`src/rtl/tpt_pkg.sv`:
```
// types, command codes and queue constants shared by the task priority table
package tpt_pkg;

   localparam logic [1:0] CMD_ADD    = 2'd0;
   localparam logic [1:0] CMD_EDIT   = 2'd1;
   localparam logic [1:0] CMD_REMOVE = 2'd2;
   localparam logic [1:0] CMD_EXEC   = 2'd3;

   localparam int QUEUE_DEPTH = 2;
   localparam int QPTR_BITS   = $clog2(QUEUE_DEPTH);

   typedef struct packed {
      logic [1:0]  cmd;
      logic [15:0] user_id;
      logic [7:0]  task_id;
      logic [29:0] priority_req;
   } req_type;

   typedef struct packed {
      logic        found;
      logic [15:0] owner;
   } rsp_type;

   typedef enum logic [2:0] {
      OP_ADD,
      OP_EDIT,
      OP_REMOVE,
      OP_EXEC,
      OP_DROP
   } op_type;

   typedef struct packed {
      op_type  op;
      req_type beat;
   } entry_type;

   typedef enum logic [2:0] {
      ST_IDLE,
      ST_SCAN,
      ST_DRAIN,
      ST_FETCH,
      ST_DONE
   } state_type;

endpackage

```
`src/rtl/tpt_front.sv`:
```
// front end: classifies request beats and holds them in a short queue
module tpt_front #(
   parameter int TASK_SLOTS = 256
) (
   input  logic                clock,
   input  logic                reset,
   input  logic                req_valid,
   output logic                req_ready,
   input  tpt_pkg::req_type    req_beat,
   output logic                q_valid,
   output tpt_pkg::entry_type  q_entry,
   input  logic                q_pop
);
   import tpt_pkg::*;

   entry_type            ent_ff [QUEUE_DEPTH];
   logic [QPTR_BITS-1:0] wr_ptr_ff, wr_ptr_in;
   logic [QPTR_BITS-1:0] rd_ptr_ff, rd_ptr_in;
   logic [QPTR_BITS:0]   count_ff, count_in;
   logic                 in_range;
   op_type               op;
   logic                 push;
   logic                 pull;

   // classify
   always_comb begin
      in_range = (32'(req_beat.task_id) < 32'(TASK_SLOTS));
      case (req_beat.cmd)
         CMD_ADD:    op = in_range ? OP_ADD : OP_DROP;
         CMD_EDIT:   op = in_range ? OP_EDIT : OP_DROP;
         CMD_REMOVE: op = in_range ? OP_REMOVE : OP_DROP;
         CMD_EXEC:   op = OP_EXEC;
         default:    op = OP_DROP;
      endcase
   end

   assign req_ready = (count_ff != (QPTR_BITS+1)'(QUEUE_DEPTH));
   assign q_valid   = (count_ff != '0);
   assign q_entry   = ent_ff[rd_ptr_ff];
   assign push      = req_valid && req_ready;
   assign pull      = q_pop && q_valid;

   always_comb begin
      wr_ptr_in = wr_ptr_ff;
      rd_ptr_in = rd_ptr_ff;
      count_in  = count_ff;
      if (push) begin
         wr_ptr_in = (wr_ptr_ff == QPTR_BITS'(QUEUE_DEPTH-1)) ? '0 : wr_ptr_ff + 1'b1;
      end
      if (pull) begin
         rd_ptr_in = (rd_ptr_ff == QPTR_BITS'(QUEUE_DEPTH-1)) ? '0 : rd_ptr_ff + 1'b1;
      end
      if (push && !pull) begin
         count_in = count_ff + 1'b1;
      end else if (pull && !push) begin
         count_in = count_ff - 1'b1;
      end
   end

   always_ff @(posedge clock) begin
      if (reset) begin
         wr_ptr_ff <= '0;
         rd_ptr_ff <= '0;
         count_ff  <= '0;
      end else begin
         wr_ptr_ff <= wr_ptr_in;
         rd_ptr_ff <= rd_ptr_in;
         count_ff  <= count_in;
      end
   end

   always_ff @(posedge clock) begin
      if (push) begin
         ent_ff[wr_ptr_ff] <= '{op: op, beat: req_beat};
      end
   end

endmodule

```
`config.mk`:
```
export PLATFORM = sky130hd
export DESIGN_NAME = tpt_front
export DESIGN_NICKNAME = d
export VERILOG_FILES = /design/src/rtl/tpt_pkg.sv /design/src/rtl/tpt_front.sv
export SDC_FILE = /design/constraint.sdc
export NUM_CORES = 1
export LEC_CHECK = 0
export ABC_AREA = 1
export BUFFER_PORTS_ARGS = -buffer_cell sky130_fd_sc_hd__buf_2
export CAP_MARGIN = 20
export CORE_MARGIN = 2
export CORE_UTILIZATION = 40
export DETAILED_ROUTE_END_ITERATION = 7
export PLACE_DENSITY = 0.65
export RECOVER_POWER = 100
export REMOVE_ABC_BUFFERS = 1
export SLEW_MARGIN = 20
export SYNTH_ARGS = -nofsm -noshare
export SYNTH_HDL_FRONTEND = slang
export SYNTH_SLANG_ARGS = --single-unit
```
`constraint.sdc`:
```
create_clock -name clock -period 12.3 [get_ports clock]
set_input_delay 3.075 -clock clock [delete_from_list [all_inputs] [get_ports clock]]
set_output_delay 3.075 -clock clock [all_outputs]
set_load 0.01 [all_outputs]
```
# Word level (Yosys, flattened, before mapping)
# Memory sizes are Yosys's and may differ from the RTL's. A register that Yosys moved wholly into a read port is not among the register bits.
# Index checks and enable logic that the tools add are counted.
# Widths: inputs -> output; s select.
[totals]
rom_bits = 0
output_inout_bits = 61
ram_bits = 118
word_cells = 30
latchBits = 0
inputBits = 60
ff_bits = 4
n_memories = 1
[op_classes]
magnitude_cmp = 0
eq_ne = 4
reduce_logical = 9
muxes = 9
multipliers = 0
add_sub_neg = 4
n_bitwise = 0
shift = 0
n_div = 0
[mem_list]
columns = ["memory", "depth", "word_bits", "read_ports", "rd_ports_with_merged_regs", "write_ports", "line_no", "rtl"]
rows = [
  ["ent_ff", 2, 59, 1, 1, 1, "tpt_front.sv:16", "entry_type ent_ff [QUEUE_DEPTH];"],
]
[ops]
columns = ["operator", "count"]
rows = [
  ["$pmux 3 s4", 1],
  ["$mux 1", 6],
  ["$eq 2x2->1 const B", 2],
  ["$logic_and 1x1->1", 4],
  ["$mux 2", 2],
  ["$reduce_bool 2->1", 2],
  ["$add 1x1->1 const B", 2],
  ["$add 2x1->2 const B", 1],
  ["$eq 2x1->1 const B", 1],
  ["$logic_not 1->1", 2],
  ["$logic_not 2->1", 1],
  ["$ne 2x2->1 const B", 1],
  ["$sub 2x1->2 const B", 1],
]

# Logic depth before layout (Yosys ltp)
# Gate-level depths: netlist of the first run.
[logic_depth]
ltp_word = 6
ltp_mapped = 11
ltp_nobuf = 11

# Worst setup path after synthesis of the first run
# Ideal clock, no wire load.
[synth_path]
path_type = "input to register"
startpoint = "in req_valid"
endpoint = "mem ent_ff[0][0] (netlist bit), enable pin"
cell_stages = 2
setup_ns = 0.474
arrival_ns = 5.595
required_ns = 11.826
path_slack_ns = 6.231
cell_sequence = "nand2_1 -> nor2_1"
[synth_via]
elab_chain_len = 3
[synth_rtl]
columns = ["element", "line_no", "rtl"]
rows = [
  ["start: declaration", "tpt_front.sv:7", "input logic req_valid,"],
  ["$logic_and 1x1->1", "tpt_front.sv:40", "assign push = req_valid && req_ready;"],
  ["$mux 1", "tpt_front.sv:73", "if (push) begin"],
  ["$mux 1 (not written as such)", "tpt_front.sv:74", "ent_ff[wr_ptr_ff] <= '{op: op, beat: req_beat};"],
  ["end: declaration", "tpt_front.sv:16", ""],
]
# No other way between the ends.

# Worst setup path after layout of the first run
[layout_path]
startpoint = "in req_valid"
endpoint = "mem ent_ff[0][37] (netlist bit), enable pin"
# The elaborated chain is that of the path after synthesis.

==> summary.txt, run 1 <==
Timing
  – Worst Clk Skew: 0.00477 ns
  – Final count of negative-setup-slack endpoints: 0
  – TNS Setup: 0 ns
  – Worst-margin pin slew: 2.62 ns
  – Period Utilization, post-route: a little over half
  – Hold Violations, Final: 0
  – RSZ-0062 raised after global routing: no
  – Max Clk Rate: 154 MHz
  – Max Slew Vio Count: 181
  – Rel. slew slack: -75.1%
  – Minimum clock period: 6.47 ns

Global routing
  – Vias in the first global route: ~2300
  – Initial antenna violation count: 0
  – Largest net degree at the start of global routing: 59
  – First-pass GRT wire length: around 11000 um
  – Global route overflow: 0
  – GRT Resource Usage Total: 12.8%

Setup path
  – Crit start category: input port
  – Crit-path max FO: 30
  – FF-to-FF path depth: 5
  – CP arrival: about 6.5 ns
  – Data required, critical path: around 12 ns
  – CP endpoint kind: flip-flop
  – Setup Crit Path Kind: input port to flip-flop
  – Reg2reg setup slack: around 8.1 ns
  – RR Startpoint: count_ff[0]
  – Worst R2R End: ent_ff[0][37]

Cells and area
  – Share of cells above drive strength 1: 29.9%
  – Layout area overhead: 24.6%
  – Fin nets: 413
  – Non-filler cells, final: 505
  – ANT cells: 0

Route
  – Top Metal Used: met4
  – Metal2 WL: between 3000 and 4000 um
  – DR vias: 2315
  – WL met3: between 500 and 600 um
  – Drt first pass iters: 4
  – Routed wire length per instance: 14.8 um
  – Drt via density: around 4.6
  – Drt drc: 0
  – Post-route ant nets: 0
  – WL final: ~7500 um
  – Wl on met1: about 3000 um
  – DRT iter0 DRCs: 67

Yosys
  – Synth warn: 0
  – Synth Instances: approximately 220
  – Avg Cell Area, Syn: between 20 and 25 um^2
  – Sequential area share after synthesis: between 70 and 80%
  – Top-count cell post-synth: edfxtp_1
  – Yosys reg bits: approximately 120
  – Yosys top cell area share: ~77%
  – Post-synth EDFFs: between 100 and 150
  – Yosys cell types: 17
  – Post-Syn Area: 4520 um^2
  – Biggest area consumer among synthesized cells: edfxtp_1
  – Dominant cells by area after synthesis: edfxtp_1 77%, mux2_2 9.5%, mux2_4 6.6%, dfxtp_1 2.2%, nand2_1 0.75%
  – Post-synth top flop: edfxtp_1
  – Commonest cells post-synth: 116 x edfxtp_1, 38 x mux2_2, 20 x mux2_4
  – Synth async-reset ratio: 0%

CTS
  – Later-pin clock latency in the skew report: ~0.4 ns
  – Reg clk slew, reported paths: about 0.05 ns
  – Post-CTS Setup Inserts: 0
  – Root Buffer: clkbuf_16
  – TritonCTS clock tree: built
  – Sink Count: roughly 120
  – Resize count post-CTS: 0
  – H-tree depth: 4
  – Hold_buf cts: 0
  – CTS Buf Count: 17
  – Clock buffer depth: 2

Power and ir drop
  – Combinational group share of total power: roughly 17%
  – Peak supply drop: 0.0000976 V
  – NetSw: roughly 0.31 mW
  – Clk pwr share: between 30 and 40%
  – Pint: approximately 0.9 mW
  – Tot Pwr: roughly 1.2 mW
  – Net Sw Frac: 25.1%
  – Sequential share of power: between 40% and 50%
  – Pwr dens: 219 nW/um^2
  – Leakage: around 2.0 nW

Floorplanning
  – Die Area: between 10000 and 15000 um^2
  – Rows: 38
  – Starting Density: between 40 and 50%
  – Die width: ~110 um
  – I/O pins: around 120
  – Die height: 110 um
  – Core region area: between 10000 and 15000 um^2

Place
  – Input/output buffers: roughly 120
  – Post-DP HPWL: 4780 um
  – Routability cong.: ~0.66
  – Post-Place Cells: roughly 470

Min path
  – Hold WC Path Type: flip-flop to flip-flop
  – WHS Endpoint: wr_ptr_ff
  – Worst Min Path Start: wr_ptr_ff
  – Hold depth: 2

Run
  – Max-Cap Viols: 5

Run status
  – Status: finished with violations
  – Failing checks: max-capacitance violations, max-slew violations
[area by class of cell]
type	count	area (um^2)
well taps	140	175
inverters	8	30.0
repair buffers	121	510
multi-input cells	83	769
flip-flops and latches	121	3580
clock buffers	24	462
fillers	983	5310
clock inverters	8	97.6
[per-stage QoR]
stage	hold slack (ns)	area [um^2]	worst slack (ns)	util, %
after floorplan	0.465	4450	6.23	-
after global placement	0.481	5260	7.37	48.1
after detailed placement	0.496	5260	7.35	48.1
after CTS	0.509	5820	7.23	53.2
after global routing	0.544	5630	5.39	51.5
final	0.510	5630	5.83	51.5
[sequential cells by signal (all words and copies together), names as in the netlist, named ones only]
register and flops:
count_ff 2, rd_ptr_ff 1, ent_ff 116, wr_ptr_ff 1
[per-layer routing]
metal	vias to the layer above	global-route usage [%]
met3	10	5.64
met1	1122	14.2
met5	-	0
li1	1108	-
met2	75	21.2
met4	0	6.16
[power by group through the flow]
stage | Combinational, mW | Clock (mW) | Sequential [mW]
2_1_floorplan | 0.158 | 0 | 0.561
5_1_grt | 0.238 | 0.487 | 0.567
3_5_place_dp | 0.244 | 0 | 0.569
4_1_cts | 0.245 | 0.470 | 0.562
3_3_place_gp | 0.241 | 0 | 0.566
6_report | 0.214 | 0.460 | 0.558
[critical path, cell delays in order]
cell,delay [ns]
buf_2,0.07
nand2_1,0.08
nor2_1,1.81
clkbuf_1,1.41
[cell families after synthesis]
logic type | count (synthesis) | synth area share (%)
AO/OA/AOI/OAI | 4 | 0.443
flip-flops | 121 | 79.3
buffers and inverters | 17 | 2.08
other | 1 | 0.0830
AND/OR/NAND/NOR | 19 | 1.69
adder cells (fa/ha/maj) | 1 | 0.277
multiplexers | 58 | 16.1
[how the worst max path moves through the flow]
stage,from,endpoint,cells past startpoint
6_report,req_valid,ent_ff[0][37],4
5_1_grt,req_valid,ent_ff[0][20],4
4_1_cts,flip-flop,q_entry[1],2
3_5_place_dp,req_valid,ent_ff[0][37],4
3_3_place_gp,req_valid,ent_ff[0][37],4
2_1_floorplan,req_valid,ent_ff[0][0],2
[cell usage in the layout, fill, tap and decap left out, types with 3 or more instances in the layout]
cell type and n:
clkbuf_1 82, dfxtp_1 5, clkbuf_16 17, mux2_1 20, mux2_2 37, buf_2 45, edfxtp_1 116, clkinv_2 3
nor2_1 7, clkinvlp_4 3, inv_1 8, nand2_1 9
(Power assumes the default switching activity.)
==> run 2, diff against run 1 <==
ABC_AREA = 0   (was 1)
PLACE_DENSITY = 0.68   (was 0.65)
clock period = 5.2 ns   (was 12.3 ns; I/O delays follow)
==> run 2 against run 1 <==
Effect of this change:
- the run still ends with max-capacitance violations, max-slew violations left
- final cell count down 2.6%
- global-route usage up 0.094 points
- sequential cell count is the same
- synthesized cell count shrank 5.9%
- largest cell class unchanged
- highest routed layer is now met5
==> summary.txt, run 2 <==
Timing
  – TNS Setup: 0 ns (unchanged)
  – Worst Clk Skew: 0.00970 ns (was 0.00477 ns)
  – Final count of negative-setup-slack endpoints: 0 (unchanged)
  – Minimum clock period: 4.15 ns
  – Max Slew Vio Count: 73 (was 181)
  – Worst-margin pin slew: 2.01 ns (was 2.62 ns)
  – Period Utilization, post-route: 79.9%
  – Hold Violations, Final: 0 (unchanged)
  – Max Clk Rate: between 200 and 250 MHz
  – RSZ-0062 raised after global routing: no (unchanged)
  – Rel. slew slack: -34.0% (was -75.1%)
  – Hold slack: 0.514 ns (was 0.510 ns)

Cells and area
  – Layout area overhead: 27.2% (was 24.6%)
  – Largest register by flop count: ent_ff (unchanged)
  – Share of cells above drive strength 1: 34.7% (was 29.9%)
  – ANT cells: 0 (unchanged)
  – Fin nets: 401 (was 413)
  – Storage element area: 3580 um^2 (unchanged)
  – Max reg flops: 116 (unchanged)
  – Multi-input logic area: 776 um^2 (was 769 um^2)
  – Most frequent cells in the layout: 116 x edfxtp_1, 87 x clkbuf_1, 57 x mux2_2, 37 x buf_2, 16 x clkbuf_16 (was 116 x edfxtp_1, 82 x clkbuf_1, 45 x buf_2, 37 x mux2_2, 20 x mux2_1)
  – Largest regs: ent_ff (116), count_ff (2) (unchanged)
  – Most common cell after layout, fill and taps aside: edfxtp_1 (unchanged)
  – Filler cells: 940 (was 983)

Floorplanning
  – I/O pins: 121 (unchanged)
  – Starting Density: 41.0% (was 41.3%)
  – Die width: 109 um (was 110 um)
  – Die height: 109 um (was 110 um)
  – Core region area: 10800 um^2 (was 10900 um^2)
  – Rows: 38 (unchanged)
  – Die Area: 11900 um^2 (was 12200 um^2)

Route
  – Post-route ant nets: 0 (unchanged)
  – WL final: 7550 um (was 7500 um)
  – Routed wire length per instance: 15.3 um (was 14.8 um)
  – Drt drc: 0 (unchanged)
  – DRT iter0 DRCs: 107 (was 67)
  – Drt first pass iters: 4 (unchanged)
  – DR vias: 2275 (was 2315)
  – Drt via density: 4.62 (was 4.58)

Setup path
  – Reg2reg setup slack: 1.82 ns (was 8.05 ns)
  – Data required, critical path: 3.90 ns (was 12.29 ns)
  – Worst R2R End: ent_ff[1][16] (was ent_ff[0][37])
  – RR Startpoint: count_ff[0] (unchanged)
  – Crit start category: flip-flop (was input port)
  – Crit-path max FO: 34 (was 30)
  – FF-to-FF path depth: 3 (was 5)
  – CP endpoint kind: output pin (was flip-flop)
  – CP arrival: 2.85 ns (was 6.46 ns)
  – Setup Crit Path Kind: flip-flop to output pin (was input port to flip-flop)

Global routing
  – First-pass GRT wire length: 11200 um (about the same)
  – GRT Resource Usage Total: 12.9% (was 12.8%)
  – Initial antenna violation count: 1 (was 0)
  – Global route overflow: 0 (unchanged)
  – Vias in the first global route: 2369 (was 2336)
  – Largest net degree at the start of global routing: 43 (was 59)

Place
  – Post-DP HPWL: 4800 um (was 4780 um)
  – Input/output buffers: 119 (unchanged)
  – Routability cong.: 0.654 (was 0.657)

CTS
  – CTS Buf Count: 17 (unchanged)
  – TritonCTS clock tree: built (unchanged)
  – Sink Count: 121 (unchanged)
  – Hold_buf cts: 0 (unchanged)
  – Post-CTS Setup Inserts: 0 (unchanged)
  – Resize count post-CTS: 0 (unchanged)
  – Later-pin clock latency in the skew report: 0.50 ns (was 0.40 ns)
  – Root Buffer: clkbuf_8 (was clkbuf_16)
  – Clock buffer depth: 2 (unchanged)
  – Reg clk slew, reported paths: 0.05 ns (about the same)
  – H-tree depth: 4 (unchanged)

Yosys
  – Synth async-reset ratio: 0% (unchanged)
  – Post-Syn Area: 4420 um^2 (was 4520 um^2)
  – Post-synth EDFFs: 116 (unchanged)
  – Post-synth top flop: edfxtp_1 (unchanged)
  – Avg Cell Area, Syn: 21.3 um^2 (was 20.4 um^2)
  – Commonest cells post-synth: 116 x edfxtp_1, 58 x mux2_2, 5 x dfxtp_1 (was 116 x edfxtp_1, 38 x mux2_2, 20 x mux2_4)
  – Dominant cells by area after synthesis: edfxtp_1 79%, mux2_2 15%, dfxtp_1 2.3%, xor2_1 0.59%, buf_6 0.51% (was edfxtp_1 77%, mux2_2 9.5%, mux2_4 6.6%, dfxtp_1 2.2%, nand2_1 0.75%)
  – Synth Instances: 208 (was 221)
  – Yosys reg bits: 121 (unchanged)
  – Yosys top cell area share: 78.8% (was 77.1%)
  – Biggest area consumer among synthesized cells: edfxtp_1 (unchanged)
  – Sequential area share after synthesis: 81.0% (was 79.3%)
  – Top-count cell post-synth: edfxtp_1 (unchanged)
  – Synth warn: 0 (unchanged)
  – Yosys cell types: 21 (was 17)

Min path
  – WHS Endpoint: rd_ptr_ff (was wr_ptr_ff)
  – Worst Min Path Start: rd_ptr_ff (was wr_ptr_ff)
  – Hold WC Path Type: flip-flop to flip-flop (unchanged)
  – Hold depth: 2 (unchanged)

Power and ir drop
  – Peak supply drop: 0.000266 V (was 0.0000976 V)
  – Tot Pwr: 2.99 mW (was 1.23 mW)
  – Pwr dens: 531 nW/um^2 (was 219 nW/um^2)
  – Leakage: 1.93 nW (was 1.97 nW)

Run
  – Max-Cap Viols: 3 (was 5)

Run status
  – Status: finished with violations (unchanged)
  – Failing checks: max-capacitance violations, max-slew violations (unchanged)
==> run 2: cell count changes in the layout (fill, tap and decap cells not counted), moves of 5 or more <==
cell      delta
nand2_1      -9
clkbuf_1     +5
mux2_1      -19
inv_1        -7
buf_2        -8
mux2_2      +20
==> run 2: power by group <==
| part | switching, mW | leakage, nW | total, mW | internal, mW |
|---|---|---|---|---|
| Combinational | 0.300 | 0.526 | 0.551 | 0.250 |
| Sequential | 0.0657 | 1.12 | 1.29 | 1.23 |
| Clock | 0.378 | 0.281 | 1.14 | 0.766 |
| Total | 0.743 | 1.93 | 2.99 | 2.24 |
==> run 2: cell families after synthesis <==
kind of cell | Yosys count | synth area share [%]
fa+ha+maj | 1 | 0.283
buf+inv | 10 | 1.44
xor+xnor | 3 | 0.594
flops | 121 | 81.0
simple gates | 9 | 1.13
mux | 58 | 14.8
compound gates | 5 | 0.679
other cells | 1 | 0.0848
==> run 2: worst max path at each step <==
stage | to | depth (start not counted) | startpoint
3_3_place_gp | q_entry[42] | 3 | flip-flop
3_5_place_dp | q_entry[42] | 3 | flip-flop
6_report | q_entry[42] | 3 | flip-flop
5_1_grt | q_entry[24] | 3 | flip-flop
2_1_floorplan | q_entry[0] | 1 | flip-flop
4_1_cts | q_entry[42] | 3 | flip-flop
==> run 2: cell type report <==
type,instances,area share (%)
inverters,1,0.0667
clock inverters,11,2.74
repair buffers,122,9.03
well taps,140,3.11
flip-flops and latches,121,63.7
clock buffers,20,7.56
multi-input cells,77,13.8
==> run 2: layer usage <==
layer | GRT usage, % | part of all wire (%)
met5 | 0 | 0.17
met4 | 5.49 | 1.2
met3 | 5.86 | 7.3
met2 | 21.6 | 50
met1 | 14.2 | 42
==> run 2: worst max-delay path, stage by stage, from the launching register on <==
cell      delay, ns
dfxtp_1        1.31
buf_4          0.50
mux2_2         0.39
clkbuf_1       0.13
==> run 2: through the flow <==
step / instances / util [%] / cell area, um^2 / setup WS (ns)
global route: 492 / 52.1 / 5630 / 0.746
floorplan: 199 / - / 4360 / 1.91
global placement: 461 / 47.8 / 5160 / 1.99
finish: 492 / 52.1 / 5630 / 1.05
detailed placement: 461 / 47.8 / 5160 / 1.99
CTS: 492 / 53.2 / 5740 / 1.43
==> run 3, diff against run 2 <==
ABC_AREA = 1   (was 0)
clock period = 3.65 ns   (was 5.2 ns; I/O delays follow)
==> run 3 against run 2 <==
Effect of this change:
- the flow now finishes without violations
- sequential cell count unchanged
- design area fell by 0.73%
- highest routed layer is now met4
- via count increased by 1.8%
- worst hold slack better by 0.0074 ns
- largest cell class unchanged
- core utilization decreased by 1.1 points
- critical endpoint is now ent_ff[0][24]
- die area increased by 2.1%
==> summary.txt, run 3 (synthesis results as in run 1) <==
Timing
  – Period Utilization, post-route: approximately four fifths
  – Setup ws final: 0.724 ns (was 1.05 ns)
  – Worst-margin pin slew: 1.32 ns (was 2.01 ns)
  – Hold Violations, Final: 0 (unchanged)
  – Worst Clk Skew: 0.00966 ns (was 0.00970 ns)
  – Rel. slew slack: 12.0% (was -34.0%)
  – Max Clk Rate: between 300 and 400 MHz
  – Max Slew Vio Count: 0 (was 73)
  – RSZ-0062 raised after global routing: no (unchanged)
  – Final count of negative-setup-slack endpoints: 0 (unchanged)
  – Minimum clock period: between 2 and 3 ns

CTS
  – CTS Buf Count: 17 (unchanged)
  – TritonCTS clock tree: built (unchanged)
  – Clock buffer depth: 2 (unchanged)
  – Root Buffer: clkbuf_16 (was clkbuf_8)
  – Post-CTS Setup Inserts: 0 (unchanged)
  – Hold_buf cts: 0 (unchanged)
  – Reg clk slew, reported paths: 0.05 ns (about the same)
  – Sink Count: 121 (unchanged)
  – H-tree depth: 4 (unchanged)
  – Later-pin clock latency in the skew report: 0.40 ns (was 0.50 ns)
  – Resize count post-CTS: 0 (unchanged)

Place
  – Post-Place Cells: 473 (was 461)
  – Area after DPL: 5280 um^2 (was 5160 um^2)
  – Post-DP HPWL: 4780 um (was 4800 um)
  – Routability cong.: 0.716 (was 0.654)
  – Input/output buffers: 119 (unchanged)
  – Worst slack at placement: 1.18 ns (was 1.99 ns)

Route
  – Drt via density: 4.58 (was 4.62)
  – WL final: 7600 um (was 7550 um)
  – Post-route ant nets: 0 (unchanged)
  – Metal2 WL: 3760 um (was 3750 um)
  – DR vias: 2315 (was 2275)
  – Wl on met1: 3240 um (was 3150 um)
  – Drt first pass iters: 4 (unchanged)
  – Drt drc: 0 (unchanged)
  – WL met3: 506 um (was 549 um)
  – DRT iter0 DRCs: 68 (was 107)
  – Routed wire length per instance: 15.0 um (was 15.3 um)
  – Top Metal Used: met4 (was met5)

Cells and area
  – Fin area: 5580 um^2 (was 5630 um^2)
  – Largest regs: ent_ff (116), count_ff (2) (unchanged)
  – ANT cells: 0 (unchanged)
  – Largest register by flop count: ent_ff (unchanged)
  – Layout area overhead: 23.6% (was 27.2%)
  – Most common cell after layout, fill and taps aside: edfxtp_1 (unchanged)
  – Share of cells above drive strength 1: 30.1% (was 34.7%)
  – Fin nets: 413 (was 401)
  – Most frequent cells in the layout: 116 x edfxtp_1, 80 x clkbuf_1, 46 x buf_2, 36 x mux2_2, 21 x mux2_1 (was 116 x edfxtp_1, 87 x clkbuf_1, 57 x mux2_2, 37 x buf_2, 16 x clkbuf_16)
  – Non-filler cells, final: 505 (was 492)
  – Max reg flops: 116 (unchanged)

Power and ir drop
  – Pwr dens: 718 nW/um^2 (was 531 nW/um^2)
  – Combinational group share of total power: 17.7% (was 18.4%)
  – Pint: 2.97 mW (was 2.24 mW)
  – Sequential share of power: 46.9% (was 43.2%)
  – Peak supply drop: 0.000370 V (was 0.000266 V)
  – NetSw: 1.04 mW (was 0.743 mW)
  – Net Sw Frac: 25.9% (was 24.9%)
  – Leakage: 1.97 nW (was 1.93 nW)
  – Clk pwr share: 35.3% (was 38.3%)

Global routing
  – GRT Resource Usage Total: 12.6% (was 12.9%)
  – Largest net degree at the start of global routing: 59 (was 43)
  – First-pass GRT wire length: 11100 um (was 11200 um)
  – Vias in the first global route: 2255 (was 2369)
  – Global route overflow: 0 (unchanged)
  – Initial antenna violation count: 0 (was 1)

Min path
  – Hold depth: 2 (unchanged)
  – Hold WC Path Type: flip-flop to flip-flop (unchanged)
  – WHS Endpoint: wr_ptr_ff (was rd_ptr_ff)
  – Worst Min Path Start: wr_ptr_ff (was rd_ptr_ff)

Setup path
  – FF-to-FF path depth: 5 (was 3)
  – RR Startpoint: count_ff[0] (unchanged)
  – Reg2reg setup slack: 0.82 ns (was 1.82 ns)
  – Crit start category: input port (was flip-flop)
  – CP endpoint kind: flip-flop (was output pin)
  – Setup Crit Path Kind: input port to flip-flop (was flip-flop to output pin)
  – Data required, critical path: 3.65 ns (was 3.90 ns)
  – Worst R2R End: ent_ff[0][24] (was ent_ff[1][16])
  – CP arrival: 2.92 ns (was 2.85 ns)
  – Crit-path max FO: 48 (was 34)

Floorplanning
  – Rows: 38 (unchanged)
  – Core region area: 10900 um^2 (was 10800 um^2)
  – Starting Density: 41.3% (was 41.0%)
  – Die Area: 12200 um^2 (was 11900 um^2)
  – Die height: 110 um (was 109 um)
  – Die width: 110 um (was 109 um)
  – I/O pins: 121 (unchanged)

Run
  – Max-Cap Viols: 0 (was 3)

Run status
  – Status: finished clean (was finished with violations)
-- run 3: final cells by class --
type | count | area (um^2)
multi-input cells | 83 | 769
repair buffers | 121 | 514
clock buffers | 27 | 483
fillers | 977 | 5350
well taps | 140 | 175
clock inverters | 5 | 25.0
flip-flops and latches | 121 | 3590
inverters | 8 | 30.0
-- run 3: worst max-delay path by stage --
stage	depth (start not counted)	slack [ns]	startpoint	end
floorplan	2	-0.26	req_valid	ent_ff[0][0]
global placement	2	1.18	flip-flop	q_entry[4]
detailed placement	2	1.18	flip-flop	q_entry[12]
CTS	2	0.75	flip-flop	q_entry[12]
global route	4	0.50	req_valid	ent_ff[1][24]
finish	4	0.72	req_valid	ent_ff[0][24]
-- run 3: power by group through the flow --
stage	combinational (mW)	sequential, mW	clock [mW]
finish	0.710	1.88	1.42
global route	0.786	1.91	1.52
CTS	0.838	1.89	1.45
detailed placement	0.834	1.92	0
global placement	0.825	1.91	0
floorplan	0.534	1.89	0
-- run 3: critical path, cell delays in order --
cell and delay (ns):
buf_2 0.08, nand2_1 0.08, nor2_1 0.70, clkbuf_2 1.11
-- run 3: per-stage QoR --
step	utilization, %	power, mW	setup TNS [ns]	hold slack (ns)
after detailed placement	48.3	2.75	0	0.506
final	51.1	4.01	0	0.522
after global routing	51.1	4.22	0	0.542
after floorplan	-	2.42	-29.74	0.465
after global placement	48.3	2.73	0	0.485
after CTS	53.0	4.18	0	0.520
-- run 3: routing by layer --
metal | up-vias | global-route usage [%]
li1 | 1106 | -
met1 | 1123 | 14.5
met2 | 80 | 20.6
met3 | 6 | 5.35
met4 | 0 | 5.63
met5 | - | 0
